File: config.mk
export PLATFORM = sky130hd
export DESIGN_NAME = dhcp_lease_table_engine_flat
export DESIGN_NICKNAME = d
export VERILOG_FILES = /design/src/rtl/dlte_pkg.sv /design/src/rtl/dlte_if.sv /design/src/rtl/dlte_ctrl.sv /design/src/rtl/dlte_dp.sv /design/src/rtl/dhcp_lease_table_engine.sv /design/src/flat_wrapper.sv
export SDC_FILE = /design/constraint.sdc
export NUM_CORES = 2
export LEC_CHECK = 0
export BUFFER_PORTS_ARGS = -buffer_cell sky130_fd_sc_hd__buf_2
export CORE_MARGIN = 3
export CORE_UTILIZATION = 39
export CTS_BUF_LIST = sky130_fd_sc_hd__clkbuf_8
export CTS_CLUSTER_DIAMETER = 80
export DETAILED_ROUTE_END_ITERATION = 10
export SYNTH_ARGS = -nofsm -noshare
export SYNTH_HDL_FRONTEND = slang
export SYNTH_SLANG_ARGS = --single-unit
export TNS_END_PERCENT = 30
File: constraint.sdc
create_clock -name clock -period 12.4 [get_ports clock]
set_input_delay 0 -clock clock [delete_from_list [all_inputs] [get_ports clock]]
set_output_delay 0 -clock clock [all_outputs]
set_load 0.1 [all_outputs]
File: src/rtl/dlte_pkg.sv
`timescale 1ns / 1ps
// -----------------------------------------------------------------------------
// DHCP lease table package
// Shared codes and control structs for the lease table controller and datapath.
// -----------------------------------------------------------------------------
package dlte_pkg;

   localparam int MAC_W  = 48;
   localparam int ADDR_W = 32;
   localparam int CMD_W  = 3;
   localparam int VERD_W = 3;

   localparam logic [CMD_W-1:0] CMD_DISCOVER = 3'd0;
   localparam logic [CMD_W-1:0] CMD_REQUEST  = 3'd1;
   localparam logic [CMD_W-1:0] CMD_RELEASE  = 3'd2;
   localparam logic [CMD_W-1:0] CMD_ADD      = 3'd3;
   localparam logic [CMD_W-1:0] CMD_REMOVE   = 3'd4;

   localparam logic [VERD_W-1:0] V_OFFER    = 3'd0;
   localparam logic [VERD_W-1:0] V_ACK      = 3'd1;
   localparam logic [VERD_W-1:0] V_NAK      = 3'd2;
   localparam logic [VERD_W-1:0] V_NOADDR   = 3'd3;
   localparam logic [VERD_W-1:0] V_DONE     = 3'd4;
   localparam logic [VERD_W-1:0] V_FULL     = 3'd5;
   localparam logic [VERD_W-1:0] V_NOTFOUND = 3'd6;

   localparam logic CSR_POOL_FIRST = 1'b0;
   localparam logic CSR_POOL_LAST  = 1'b1;

   // controller -> datapath
   typedef struct packed {
      logic load;       // capture request word, start slot scan
      logic scan_step;  // advance slot scan
      logic walk_start; // start address probe
      logic probe_step; // advance probe scan
      logic next_addr;  // move to next candidate address
      logic commit;     // apply table update and latch result
   } ctrl_type;

   // datapath -> controller
   typedef struct packed {
      logic scan_last;   // slot scan at final slot
      logic probe_last;  // probe scan at final slot
      logic probe_hit;   // candidate address seen held
      logic walk_end;    // walk must stop after this candidate
      logic need_walk;   // command needs expected address and mac not found
   } stat_type;

endpackage

File: src/rtl/dlte_if.sv
`timescale 1ns / 1ps
// -----------------------------------------------------------------------------
// Lease table channel interfaces
// Valid/ready channels for request, response and register writes.
// -----------------------------------------------------------------------------
interface dlte_req_if;
   logic        valid;
   logic        ready;
   logic [2:0]  cmd;
   logic [47:0] client_mac;
   logic [31:0] wanted_addr;
   logic [31:0] cur_addr;
   modport source (output valid, cmd, client_mac, wanted_addr, cur_addr, input ready);
   modport sink   (input valid, cmd, client_mac, wanted_addr, cur_addr, output ready);
endinterface

interface dlte_rsp_if;
   logic        valid;
   logic        ready;
   logic [2:0]  verdict;
   logic [31:0] granted_addr;
   modport source (output valid, verdict, granted_addr, input ready);
   modport sink   (input valid, verdict, granted_addr, output ready);
endinterface

interface dlte_csr_if;
   logic        valid;
   logic        ready;
   logic        index;
   logic [31:0] data;
   modport source (output valid, index, data, input ready);
   modport sink   (input valid, index, data, output ready);
endinterface

File: src/rtl/dlte_ctrl.sv
`timescale 1ns / 1ps
// -----------------------------------------------------------------------------
// Lease table controller
// Sequences slot scan, pool walk, commit and response handoff.
// -----------------------------------------------------------------------------
module dlte_ctrl
   import dlte_pkg::*;
(
   input  logic     clock,
   input  logic     reset,
   input  logic     req_valid,
   output logic     req_ready,
   output logic     rsp_valid,
   input  logic     rsp_ready,
   input  stat_type stat,
   output ctrl_type ctrl
);

   typedef enum logic [5:0] {
      S_IDLE   = 6'b000001,
      S_SCAN   = 6'b000010,
      S_PROBE  = 6'b000100,
      S_NEXT   = 6'b001000,
      S_COMMIT = 6'b010000,
      S_RESP   = 6'b100000
   } state_type;

   state_type state_ff, state_in;

   always_comb begin
      state_in = state_ff;
      ctrl     = '0;
      case (state_ff)
         S_IDLE: begin
            if (req_valid) begin
               ctrl.load = 1'b1;
               state_in  = S_SCAN;
            end
         end
         S_SCAN: begin
            ctrl.scan_step = 1'b1;
            if (stat.scan_last) begin
               if (stat.need_walk) begin
                  ctrl.walk_start = 1'b1;
                  state_in        = S_PROBE;
               end else begin
                  state_in = S_COMMIT;
               end
            end
         end
         S_PROBE: begin
            ctrl.probe_step = 1'b1;
            if (stat.probe_hit) begin
               // candidate held: stop or go to next address
               state_in = stat.walk_end ? S_COMMIT : S_NEXT;
            end else if (stat.probe_last) begin
               state_in = S_COMMIT;
            end
         end
         S_NEXT: begin
            ctrl.next_addr = 1'b1;
            state_in       = S_PROBE;
         end
         S_COMMIT: begin
            ctrl.commit = 1'b1;
            state_in    = S_RESP;
         end
         S_RESP: begin
            if (rsp_ready) state_in = S_IDLE;
         end
         default: state_in = S_IDLE;
      endcase
   end

   assign req_ready = (state_ff == S_IDLE);
   assign rsp_valid = (state_ff == S_RESP);

   always_ff @(posedge clock) begin
      if (reset) state_ff <= S_IDLE;
      else       state_ff <= state_in;
   end

endmodule

File: src/rtl/dlte_dp.sv
`timescale 1ns / 1ps
// -----------------------------------------------------------------------------
// Lease table datapath
// Lease storage, slot scan, pool walk and result registers.
// -----------------------------------------------------------------------------
module dlte_dp
   import dlte_pkg::*;
#(
   parameter int LEASE_SLOTS = 32
) (
   input  logic              clock,
   input  logic              reset,
   input  ctrl_type          ctrl,
   output stat_type          stat,
   input  logic [CMD_W-1:0]  req_cmd,
   input  logic [MAC_W-1:0]  req_mac,
   input  logic [ADDR_W-1:0] req_wanted,
   input  logic [ADDR_W-1:0] req_caddr,
   input  logic [ADDR_W-1:0] pool_first,
   input  logic [ADDR_W-1:0] pool_last,
   output logic [VERD_W-1:0] rsp_verdict,
   output logic [ADDR_W-1:0] rsp_granted
);

   localparam int IW = (LEASE_SLOTS > 1) ? $clog2(LEASE_SLOTS) : 1;
   localparam int NW = $clog2(LEASE_SLOTS + 2);

   // memories, read one slot a cycle
   logic [MAC_W-1:0]  mac_mem  [LEASE_SLOTS];
   logic [ADDR_W-1:0] addr_mem [LEASE_SLOTS];
   logic              fix_mem  [LEASE_SLOTS];
   logic [LEASE_SLOTS-1:0] used_ff;

   logic [CMD_W-1:0]  cmd_ff;
   logic [MAC_W-1:0]  mac_ff;
   logic [ADDR_W-1:0] wanted_ff, caddr_ff;
   logic [IW-1:0]     idx_ff;
   logic              found_ff, free_ok_ff;
   logic              found_fix_ff;
   logic [IW-1:0]     found_idx_ff, free_idx_ff;
   logic [ADDR_W-1:0] exp_ff, cand_ff;
   logic [NW-1:0]     tries_ff;
   logic [VERD_W-1:0] verd_ff;
   logic [ADDR_W-1:0] gr_ff;

   // registered read of current slot
   logic [MAC_W-1:0]  rd_mac_ff;
   logic [ADDR_W-1:0] rd_addr_ff;
   logic              rd_fix_ff;
   logic              rd_used_ff;
   logic [IW-1:0]     rd_idx_ff;
   logic              rd_vld_ff;

   logic [IW-1:0] last_idx;
   assign last_idx = IW'(LEASE_SLOTS - 1);

   always_ff @(posedge clock) begin
      rd_mac_ff  <= mac_mem[idx_ff];
      rd_addr_ff <= addr_mem[idx_ff];
      rd_fix_ff  <= fix_mem[idx_ff];
      rd_used_ff <= used_ff[idx_ff];
      rd_idx_ff  <= idx_ff;
   end

   logic [ADDR_W-1:0] req_addr;
   logic              in_pool, ack, probe_cmd;
   assign req_addr  = (wanted_ff != '0) ? wanted_ff : caddr_ff;
   assign in_pool   = (req_addr >= pool_first) && (req_addr <= pool_last);
   assign probe_cmd = (cmd_ff == CMD_DISCOVER) || (cmd_ff == CMD_REQUEST);

   assign ack     = (req_addr == exp_ff) || ((exp_ff != '0) && in_pool);

   // the scan issues reads one ahead; rd_vld_ff marks a read in flight
   logic rd_hit_mac, rd_hit_addr;
   assign rd_hit_mac  = rd_vld_ff && rd_used_ff && (rd_mac_ff == mac_ff);
   assign rd_hit_addr = rd_vld_ff && rd_used_ff && (rd_addr_ff == cand_ff);

   logic scan_done_ff;

   assign stat.scan_last  = scan_done_ff;
   assign stat.need_walk  = probe_cmd && !found_ff && (pool_first <= pool_last);
   assign stat.probe_hit  = rd_hit_addr;
   assign stat.probe_last = rd_vld_ff && (rd_idx_ff == last_idx);
   assign stat.walk_end   = (cand_ff == pool_last) || (tries_ff == NW'(LEASE_SLOTS));

   always_ff @(posedge clock) begin
      if (reset) begin
         used_ff      <= '0;
         rd_vld_ff    <= 1'b0;
         scan_done_ff <= 1'b0;
      end else begin
         scan_done_ff <= 1'b0;
         if (ctrl.load) begin
            cmd_ff     <= req_cmd;
            mac_ff     <= req_mac;
            wanted_ff  <= req_wanted;
            caddr_ff   <= req_caddr;
            idx_ff     <= '0;
            found_ff   <= 1'b0;
            free_ok_ff <= 1'b0;
            exp_ff     <= '0;
            rd_vld_ff  <= 1'b0;
         end
         if (ctrl.scan_step) begin
            rd_vld_ff <= !scan_done_ff && !(rd_vld_ff && rd_idx_ff == last_idx);
            if (idx_ff != last_idx) idx_ff <= idx_ff + 1'b1;
            if (rd_vld_ff) begin
               if (rd_hit_mac && !found_ff) begin
                  found_ff     <= 1'b1;
                  found_idx_ff <= rd_idx_ff;
                  found_fix_ff <= rd_fix_ff;
                  exp_ff       <= rd_addr_ff;
               end
               if (!rd_used_ff && !free_ok_ff) begin
                  free_ok_ff  <= 1'b1;
                  free_idx_ff <= rd_idx_ff;
               end
               if (rd_idx_ff == last_idx) scan_done_ff <= 1'b1;
            end
         end
         if (ctrl.walk_start || ctrl.next_addr) begin
            idx_ff    <= '0;
            rd_vld_ff <= 1'b0;
            if (ctrl.walk_start) begin
               cand_ff  <= pool_first;
               tries_ff <= '0;
            end else begin
               cand_ff  <= cand_ff + 1'b1;
               tries_ff <= tries_ff + 1'b1;
            end
         end
         if (ctrl.probe_step) begin
            rd_vld_ff <= 1'b1;
            if (idx_ff != last_idx) idx_ff <= idx_ff + 1'b1;
            if (rd_hit_addr) begin
               rd_vld_ff <= 1'b0;
            end else if (stat.probe_last) begin
               exp_ff <= cand_ff; // candidate free
            end
         end
         if (ctrl.commit) begin
            verd_ff <= V_DONE;
            gr_ff   <= '0;
            case (cmd_ff)
               CMD_DISCOVER: begin
                  if (exp_ff != '0) begin
                     verd_ff <= V_OFFER;
                     gr_ff   <= exp_ff;
                  end else begin
                     verd_ff <= V_NOADDR;
                  end
               end
               CMD_REQUEST: begin
                  if (ack) begin
                     verd_ff <= V_ACK;
                     gr_ff   <= req_addr;
                     if (!found_ff && free_ok_ff) used_ff[free_idx_ff] <= 1'b1;
                  end else begin
                     verd_ff <= V_NAK;
                  end
               end
               CMD_RELEASE: begin
                  if (found_ff && !found_fix_ff) used_ff[found_idx_ff] <= 1'b0;
               end
               CMD_ADD: begin
                  if (found_ff) begin
                  end else if (free_ok_ff) begin
                     used_ff[free_idx_ff] <= 1'b1;
                  end else begin
                     verd_ff <= V_FULL;
                  end
               end
               CMD_REMOVE: begin
                  if (found_ff) used_ff[found_idx_ff] <= 1'b0;
                  else          verd_ff <= V_NOTFOUND;
               end
               default: ;
            endcase
         end
      end
   end

   // payload writes of the memories
   logic              wr_en;
   logic [IW-1:0]     wr_idx;
   logic [ADDR_W-1:0] wr_addr;
   logic              wr_fix;
   always_comb begin
      wr_en   = 1'b0;
      wr_idx  = free_idx_ff;
      wr_addr = wanted_ff;
      wr_fix  = 1'b1;
      if (ctrl.commit) begin
         if (cmd_ff == CMD_REQUEST && ack && !found_ff && free_ok_ff) begin
            wr_en   = 1'b1;
            wr_addr = req_addr;
            wr_fix  = 1'b0;
         end else if (cmd_ff == CMD_ADD && (found_ff || free_ok_ff)) begin
            wr_en  = 1'b1;
            wr_idx = found_ff ? found_idx_ff : free_idx_ff;
         end
      end
   end

   always_ff @(posedge clock) begin
      if (wr_en) begin
         mac_mem[wr_idx]  <= mac_ff;
         addr_mem[wr_idx] <= wr_addr;
         fix_mem[wr_idx]  <= wr_fix;
      end
   end

   assign rsp_verdict = verd_ff;
   assign rsp_granted = gr_ff;

endmodule

File: src/rtl/dhcp_lease_table_engine.sv
`timescale 1ns / 1ps
// Sequence: an accepted request word starts a slot by slot table scan; a
// discover/request with no lease then walks the pool, and the result is
// committed and offered. Requests are handled one word at a time; the
// single slot read port sets the rate.
// Reset: synchronous, clears lease valid bits, pool registers and control.
// -----------------------------------------------------------------------------
// DHCP lease table engine
// Lease allocator: one controller FSM plus a scanning datapath.
// -----------------------------------------------------------------------------
module dhcp_lease_table_engine
   import dlte_pkg::*;
#(
   parameter int LEASE_SLOTS = 32
) (
   input  logic clock,
   input  logic reset,
   dlte_req_if.sink   req,
   dlte_rsp_if.source rsp,
   dlte_csr_if.sink   csr
);

   ctrl_type ctrl;
   stat_type stat;
   logic [ADDR_W-1:0] pool_first_ff, pool_last_ff;

   // register writes always accepted
   assign csr.ready = 1'b1;
   always_ff @(posedge clock) begin
      if (reset) begin
         pool_first_ff <= '0;
         pool_last_ff  <= '0;
      end else if (csr.valid) begin
         case (csr.index)
            CSR_POOL_FIRST: pool_first_ff <= csr.data;
            CSR_POOL_LAST:  pool_last_ff  <= csr.data;
            default: ;
         endcase
      end
   end

   dlte_ctrl u_ctrl (
      .clock     (clock),
      .reset     (reset),
      .req_valid (req.valid),
      .req_ready (req.ready),
      .rsp_valid (rsp.valid),
      .rsp_ready (rsp.ready),
      .stat      (stat),
      .ctrl      (ctrl)
   );

   dlte_dp #(.LEASE_SLOTS(LEASE_SLOTS)) u_dp (
      .clock       (clock),
      .reset       (reset),
      .ctrl        (ctrl),
      .stat        (stat),
      .req_cmd     (req.cmd),
      .req_mac     (req.client_mac),
      .req_wanted  (req.wanted_addr),
      .req_caddr   (req.cur_addr),
      .pool_first  (pool_first_ff),
      .pool_last   (pool_last_ff),
      .rsp_verdict (rsp.verdict),
      .rsp_granted (rsp.granted_addr)
   );

endmodule

File: src/flat_wrapper.sv
// flat-port wrapper written by rule: the top's interface ports become plain ports
module dhcp_lease_table_engine_flat import dlte_pkg::*;
#(
   parameter int LEASE_SLOTS = 32
)
  (clock, reset, req_valid, req_cmd, req_client_mac, req_wanted_addr, req_cur_addr, req_ready, rsp_valid, rsp_verdict, rsp_granted_addr, rsp_ready, csr_valid, csr_index, csr_data, csr_ready);
  dlte_req_if req_i ();
  dlte_rsp_if rsp_i ();
  dlte_csr_if csr_i ();
  input  logic clock;
  input  logic reset;
  input wire logic [$bits(req_i.valid)-1:0] req_valid;
  input wire logic [$bits(req_i.cmd)-1:0] req_cmd;
  input wire logic [$bits(req_i.client_mac)-1:0] req_client_mac;
  input wire logic [$bits(req_i.wanted_addr)-1:0] req_wanted_addr;
  input wire logic [$bits(req_i.cur_addr)-1:0] req_cur_addr;
  output wire logic [$bits(req_i.ready)-1:0] req_ready;
  output wire logic [$bits(rsp_i.valid)-1:0] rsp_valid;
  output wire logic [$bits(rsp_i.verdict)-1:0] rsp_verdict;
  output wire logic [$bits(rsp_i.granted_addr)-1:0] rsp_granted_addr;
  input wire logic [$bits(rsp_i.ready)-1:0] rsp_ready;
  input wire logic [$bits(csr_i.valid)-1:0] csr_valid;
  input wire logic [$bits(csr_i.index)-1:0] csr_index;
  input wire logic [$bits(csr_i.data)-1:0] csr_data;
  output wire logic [$bits(csr_i.ready)-1:0] csr_ready;
  assign req_i.valid = req_valid;
  assign req_i.cmd = req_cmd;
  assign req_i.client_mac = req_client_mac;
  assign req_i.wanted_addr = req_wanted_addr;
  assign req_i.cur_addr = req_cur_addr;
  assign req_ready = req_i.ready;
  assign rsp_valid = rsp_i.valid;
  assign rsp_verdict = rsp_i.verdict;
  assign rsp_granted_addr = rsp_i.granted_addr;
  assign rsp_i.ready = rsp_ready;
  assign csr_i.valid = csr_valid;
  assign csr_i.index = csr_index;
  assign csr_i.data = csr_data;
  assign csr_ready = csr_i.ready;
  dhcp_lease_table_engine #(.LEASE_SLOTS(LEASE_SLOTS)) u_core (.clock(clock), .reset(reset), .req(req_i), .rsp(rsp_i), .csr(csr_i));
endmodule
Word level (Yosys, flattened, before mapping)
Memories as Yosys holds them, arrays and structs flattened. A register that Yosys moved wholly into a read port is not among the register bits.
Cells that the tools add are included.
Widths: inputs -> output; s select.
{"block": "totals", "regBits": 348, "mem_bits_rw": 2592, "inputBits": 153, "output_inout_bits": 38, "wordCells": 196, "mem_count": 3}
{"name": "u_core.u_dp.mac_mem", "words": 32, "width": 48, "rd": 1, "rd_ports_with_merged_regs": 1, "wr": 1, "line": "dlte_dp.sv:29", "rtl": "logic [MAC_W-1:0] mac_mem [LEASE_SLOTS];"}
{"name": "u_core.u_dp.addr_mem", "words": 32, "width": 32, "rd": 1, "rd_ports_with_merged_regs": 1, "wr": 1, "line": "dlte_dp.sv:30", "rtl": "logic [ADDR_W-1:0] addr_mem [LEASE_SLOTS];"}
{"name": "u_core.u_dp.fix_mem", "words": 32, "width": 1, "rd": 1, "rd_ports_with_merged_regs": 1, "wr": 1, "line": "dlte_dp.sv:31", "rtl": "logic fix_mem [LEASE_SLOTS];"}
{"block": "classes", "add_sub_neg": 3, "magnitude_cmp": 8, "eq_ne": 27, "muxes": 80, "n_bitwise": 7, "n_reduce_logical": 45}
{"cell": "$mux 32", "n": 19}
{"cell": "$pmux 32 s4", "n": 1}
{"cell": "$eq 32x32->1", "n": 3}
{"cell": "$le 32x32->1", "n": 2}
{"cell": "$pmux 32 s2", "n": 1}
{"cell": "$reduce_bool 32->1", "n": 2}
{"cell": "$mux 5", "n": 12}
{"cell": "$eq 48x48->1", "n": 1}
{"cell": "$pmux 6 s6", "n": 1}
{"cell": "$mux 1", "n": 33}
{"cell": "$add 32x1->32 const B", "n": 1}
{"cell": "$and 32x32->32", "n": 1}
{"cell": "$ge 32x32->1", "n": 1}
{"cell": "$not 32->32", "n": 1}
{"cell": "$or 32x32->32", "n": 1}
{"cell": "$mux 6", "n": 5}
{"cell": "$logic_and 1x1->1", "n": 19}
{"cell": "$lt 5x6->1 const B", "n": 3}
{"cell": "$ne 2x2->1 const B", "n": 7}
{"cell": "$eq 6x6->1 const B", "n": 2}
{"cell": "$pmux 3 s4", "n": 1}
{"cell": "$reduce_and 4->1", "n": 3}
{"cell": "$demux 1 s5", "n": 2}
{"cell": "$ge 5x1->1 const B", "n": 2}
{"cell": "other kinds (24)", "n": 46}

Depth between registers and ports, before layout
{"block": "logic_depth", "word_depth": 13, "mapped_depth": 17, "mapped_depth_nobuf": 15}

Cells and area by module
Synthesis repeated with hierarchy kept, for this count alone.
{"block": "unflattened", "hier_cells": 6013, "hier_area_um2": 119648.5}
{"mod": "dlte_dp", "instances": 1, "cells_per_inst": 5716, "area_each_um2": 116566.8, "seq_area_each_um2": 87403.8}
{"mod": "dhcp_lease_table_engine", "instances": 1, "cells_per_inst": 247, "area_each_um2": 2667.6, "seq_area_each_um2": 1281.2}
{"mod": "dlte_ctrl", "instances": 1, "cells_per_inst": 50, "area_each_um2": 414.1, "seq_area_each_um2": 120.1}

Worst setup path after synthesis
Ideal clock, no wire load.
{"block": "synth_path", "path_type": "reg-to-reg", "from": "reg u_core.u_dp.wanted_ff[26]", "to": "mem u_core.u_dp.addr_mem[20][0] (enable)", "setup_ps": 620, "arrival_ps": 8989, "required_ps": 11780, "setup_slack_ps": 2791, "stages_incl_launch_ff": 17, "n_path_buf": 2, "synth_period_minus_slack_ps": 9609, "path_cell_list": "edfxtp_1 nor4_2 nand4_2 nor2_4 clkbuf_1 a21oi_1 ha_1 nand2b_1 a21o_1 a2111oi_0 o21ai_0 a21oi_1 o41a_1 o21ai_2 a21oi_2 buf_2 nor3_1"}
{"block": "synth_via", "elab_chain_len": 13, "word_cells_on_any_way": 17, "cone_classes": "order compare (2); eq/ne (1); mux (7); reduce/logical (7)"}
{"item": "start: declaration", "line": "dlte_dp.sv:36", "rtl": "logic [ADDR_W-1:0] wanted_ff, caddr_ff;"}
{"item": "start signal: assignment", "line": "dlte_dp.sv:96", "rtl": "wanted_ff <= req_wanted;"}
{"item": "$reduce_bool 32->1", "line": "dlte_dp.sv:67", "rtl": "assign req_addr = (wanted_ff != '0) ? wanted_ff : caddr_ff;"}
{"item": "$mux 32 (*)", "line": "dlte_dp.sv:67"}
{"item": "$ge 32x32->1 / $le 32x32->1 (equally long branches)", "line": "dlte_dp.sv:68", "rtl": "assign in_pool = (req_addr >= pool_first) && (req_addr <= pool_last);"}
{"item": "$logic_and 1x1->1", "line": "dlte_dp.sv:68"}
{"item": "$logic_and 1x1->1", "line": "dlte_dp.sv:71", "rtl": "assign ack = (req_addr == exp_ff) || ((exp_ff != '0) && in_pool);"}
{"item": "$logic_or 1x1->1 (*)", "line": "dlte_dp.sv:71"}
{"item": "$logic_and 1x1->1 (*) (3 in a row)", "line": "dlte_dp.sv:194", "rtl": "if (cmd_ff == CMD_REQUEST && ack && !found_ff && free_ok_ff) begin"}
{"item": "$mux 1", "line": "dlte_dp.sv:194"}
{"item": "$mux 1", "line": "dlte_dp.sv:193", "rtl": "if (ctrl.commit) begin"}
{"item": "$mux 1", "line": "dlte_dp.sv:206", "rtl": "if (wr_en) begin"}
{"item": "$mux 1 (not written as such)", "line": "dlte_dp.sv:208", "rtl": "addr_mem[wr_idx] <= wr_addr;"}
{"item": "end: declaration", "line": "dlte_dp.sv:30"}
Every way passes the cells marked *; elsewhere a longest branch is shown, timed or not.

Worst setup path after layout
{"block": "layout_path", "from": "reg u_core.u_dp.wanted_ff[23]", "to": "mem u_core.u_dp.mac_mem[7][38] (enable)"}
{"block": "layout_via", "elab_chain_len": 13, "word_cells_on_any_way": 17, "cone_classes": "order compare (2); eq/ne (1); mux (7); reduce/logical (7)"}
{"item": "$reduce_bool 32->1", "line": "dlte_dp.sv:67"}
{"item": "$mux 32 (*)", "line": "dlte_dp.sv:67"}
{"item": "$ge 32x32->1 / $le 32x32->1 (equally long branches)", "line": "dlte_dp.sv:68"}
{"item": "$logic_and 1x1->1", "line": "dlte_dp.sv:68"}
{"item": "$logic_and 1x1->1", "line": "dlte_dp.sv:71"}
{"item": "$logic_or 1x1->1 (*)", "line": "dlte_dp.sv:71"}
{"item": "$logic_and 1x1->1 (*) (3 in a row)", "line": "dlte_dp.sv:194"}
{"item": "$mux 1", "line": "dlte_dp.sv:194"}
{"item": "$mux 1", "line": "dlte_dp.sv:193"}
{"item": "$mux 1", "line": "dlte_dp.sv:206"}
{"item": "$mux 1 (not written as such)", "line": "dlte_dp.sv:207", "rtl": "mac_mem[wr_idx] <= mac_ff;"}
{"item": "end: declaration", "line": "dlte_dp.sv:29"}
Marks and branches as above.

==> run summary <==
fill cell count - 25.7k
synthesized instance count - 6,082
Post-Route Setup TNS - 0 ns
TritonCTS Buffers - 473
final wirelength - 338 mm
vias in the first global route - 64.8k
hpwl dp - 197 mm
post-cts repair resize count - 0
FF-to-FF Start - u_core.u_dp.wanted_ff[23]
global-route wire length before repair - 483 mm
Mean Syn Cell Area - 19.6 sq um
drt first pass iters - 8
multiplexer share of the synthesized area - 15.0%
grt total ovfl - 0
commonest non-fill, non-tap cell in the layout - edfxtp_1
Max-slew headroom - 4.70%
Worst EP required - 13.02 ns
class of the worst hold path - input port to register
Die ar. - 312,000 sq um
synth warn - 0
Critical Path AT - 7.60 ns
maximum vdd drop - 0.105 mV
Max Clock Skew - 0.140 ns
hold buffer count at cts - 313
RSZ-0062 raised after global routing - false
ys async rst share - 0%
Tcrit/Tclk final - 56.3%
RR Endpoint - u_core.u_dp.mac_mem[7][38]
H-tree Lvls - 5
maxcap violations - 0
Slew @ Worst Pin - 1.43 ns
# IOs - 191
delay-heaviest family, CP - simple AND/OR/NAND/NOR gates
die height - 559 um
setup violators final - 0
layout cells sized above 1 - 24.4%
most frequent cells in the layout - edfxtp_1, mux4_2, clkbuf_8
Post-Synth Adder-Cell Area - 1.06%
area of the core - 304,000 sq um
max incr delay on CP - 0.82 ns
largest net degree at the start of global routing - 110
syn nets - 6,336
fin. max-slew vios - 0
routed via count - 63.8k
hold_sp - rsp_ready
largest family of logic cells by synthesized area - multiplexers
Leak Pwr - 44.9 nW
worst skew pair latency - 1.08 ns
critical path endpoint category - register
# DRC - 0
TritonCTS clock tree - yes
Rows - 202
Max clock buf depth - 4
clock transition at the registers of the reported paths - 0.06 ns
crit path max fanout - 44
critical path's slowest cell - buf_4
global-route usage over all layers - 21.2%
Area growth, synth to finish - 15.5%
flop2flop setup slack - 5.41 ns
Starting DRT DRC Count - 7,073
Die Wd - 559 um
fmax - 143 MHz
root buf cell - clkbuf_8
R2R cell count - 18
# nets final - 7,161
multi-input combinational cell area - 29,000 sq um
Critical Path Source Type - register
storage element area - 88,800 sq um
Hold Fails Final Rpt - 0
top_reg_cell synth - edfxtp_1
status - completed
WS Path Type - register to register
Mapped Area - 119,000 sq um
Pwr per Cell Area - 154 nW/um^2
DR WL/cell - 29.7 um
worst-path cell chain - nor4_2, nand4_2, nor2_4, a21o_1, ha_1, a21oi_1, nand2_1, a221oi_1, nor3b_1, o211ai_1, o31a_1, o21ai_2, buf_4, a21oi_4, buf_4, nor3_2, buf_4, buf_4
initial core utilization - 39.3%
vias per cell - 5.60
post-layout util - 45.4%
Hold Path End - u_core.u_ctrl.state_ff[5]
Final ANT Viol Nets - 0
Crit path top cell by count - buf_4
Hold Path Stages - 5
Placer Congestion - 0.904
Compound-Gate Fraction of Synth Area - 3.40%
clock sink count - 3,021
initial antenna violation count - 10
CP Buf/Inv Count - 4
sequential area share after synthesis - 74.5%
Netlist cell types - 78
Synth Area in Simple Gates - 3.33%
Post-Synth XOR/XNOR Area - 1.33%
flops & latches, synth - 3,021
Tmin final - 6.99 ns
number of synthesized flops with an enable pin - 2,830
# Post-CTS Setup Buffers - 0
PortBufs - 189
-- worst reg2reg max path: cells and delay by family, from the launching register on --
kind | cells | cell delay (ns)
AO/OA/AOI/OAI | 7 | 1.34
adder cells (fa/ha/maj) | 1 | 0.31
flip-flops | 1 | 0.54
buffers and inverters | 4 | 2.19
AND/OR/NAND/NOR | 6 | 2.19
-- per-layer routing --
metal  share of wire (%)  GRT usage [%]  up-vias
li1                    -              -    26700
met1                  42           29.8    34000
met2                  48           34.3     2698
met3                 6.4           3.06      510
met4                 3.2           6.79        0
met5                   0              0        -
-- Yosys cell counts, types with 60 or more instances --
cell,number,area [sq um]
edfxtp_1,2830,85000
mux4_2,699,15700
nand2_1,321,1200
clkbuf_1,200,751
dfxtp_1,191,3820
nor2_1,169,634
a21oi_1,156,781
mux2i_1,137,1370
xor2_1,121,1060
ha_1,101,1260
inv_1,101,379
o21ai_0,101,505
buf_1,81,304
nand3_1,81,405
mux2_2,68,766
nor3_1,63,315
xnor2_1,60,526
-- state kept, by name, summed over array words and instances, names as in the netlist, 6 cells and up --
name / count
u_core.u_dp.wanted_ff: 32
u_core.pool_last_ff: 32
u_core.u_dp.addr_mem: 1024
u_core.u_dp.exp_ff: 32
u_core.u_dp.mac_mem: 1536
u_core.u_dp.tries_ff: 6
u_core.u_dp.fix_mem: 32
u_core.pool_first_ff: 32
u_core.u_dp.caddr_ff: 32
u_core.u_dp.cand_ff: 32
u_core.u_dp.used_ff: 32
u_core.u_dp.rsp_granted: 32
u_core.u_ctrl.state_ff: 6
u_core.u_dp.mac_ff: 48
u_core.u_dp.rd_mac_ff: 48
u_core.u_dp.rd_addr_ff: 32
-- area by class of cell --
type	instances	area share, %
Sequential cell	3021	64.5
Tap cell	4080	3.71
Timing Repair Buffer	675	4.10
Clock inverter	378	1.34
Multi-Input combinational cell	2635	21.1
Antenna cell	5	0.00909
Clock buffer	502	5.02
Inverter	101	0.275
-- kinds of logic (layout without fill, tap and decap cells) --
family	count (synthesis)	after routing
muxes	904	904
adders and majority gates	101	101
AOI/OAI and AO/OA	608	608
DFF	3021	3021
and+or+nand+nor	840	840
xor gates and xnor gates	181	181
buffers and inverters	426	1656
other	1	6
-- power breakdown --
group          internal [W]  total [W]  switching (W)
registers            0.0113     0.0114       0.000150
clock network       0.00389    0.00781        0.00392
logic              0.000837    0.00196        0.00112
-- metrics by stage --
stage	power [W]	hold WS [ns]	setup WS, ns	instances	instance area [sq um]
after floorplan	0.0128	0.0989	2.79	6082	119000
after CTS	0.0214	0.0536	5.42	11400	138000
final	0.0212	0.0902	5.41	11400	138000
after detailed placement	0.0135	0.178	5.42	10200	126000
after global placement	0.0135	0.177	5.44	10200	126000
after global routing	0.0220	0.131	5.08	11400	138000
-- worst max-delay path by stage --
stage                                         start                     endpoint  slack (ns)  cells after the start
after CTS                 u_core.u_dp.wanted_ff[23]  u_core.u_dp.addr_mem[7][16]        5.42                     18
final                     u_core.u_dp.wanted_ff[23]   u_core.u_dp.mac_mem[7][38]        5.41                     18
after global placement    u_core.u_dp.wanted_ff[23]   u_core.u_dp.mac_mem[7][40]        5.44                     17
after detailed placement  u_core.u_dp.wanted_ff[30]   u_core.u_dp.mac_mem[7][40]        5.42                     18
after global routing      u_core.u_dp.wanted_ff[30]  u_core.u_dp.addr_mem[7][16]        5.08                     18
after floorplan           u_core.u_dp.wanted_ff[26]  u_core.u_dp.addr_mem[20][0]        2.79                     16
(Power assumes the default switching activity.)
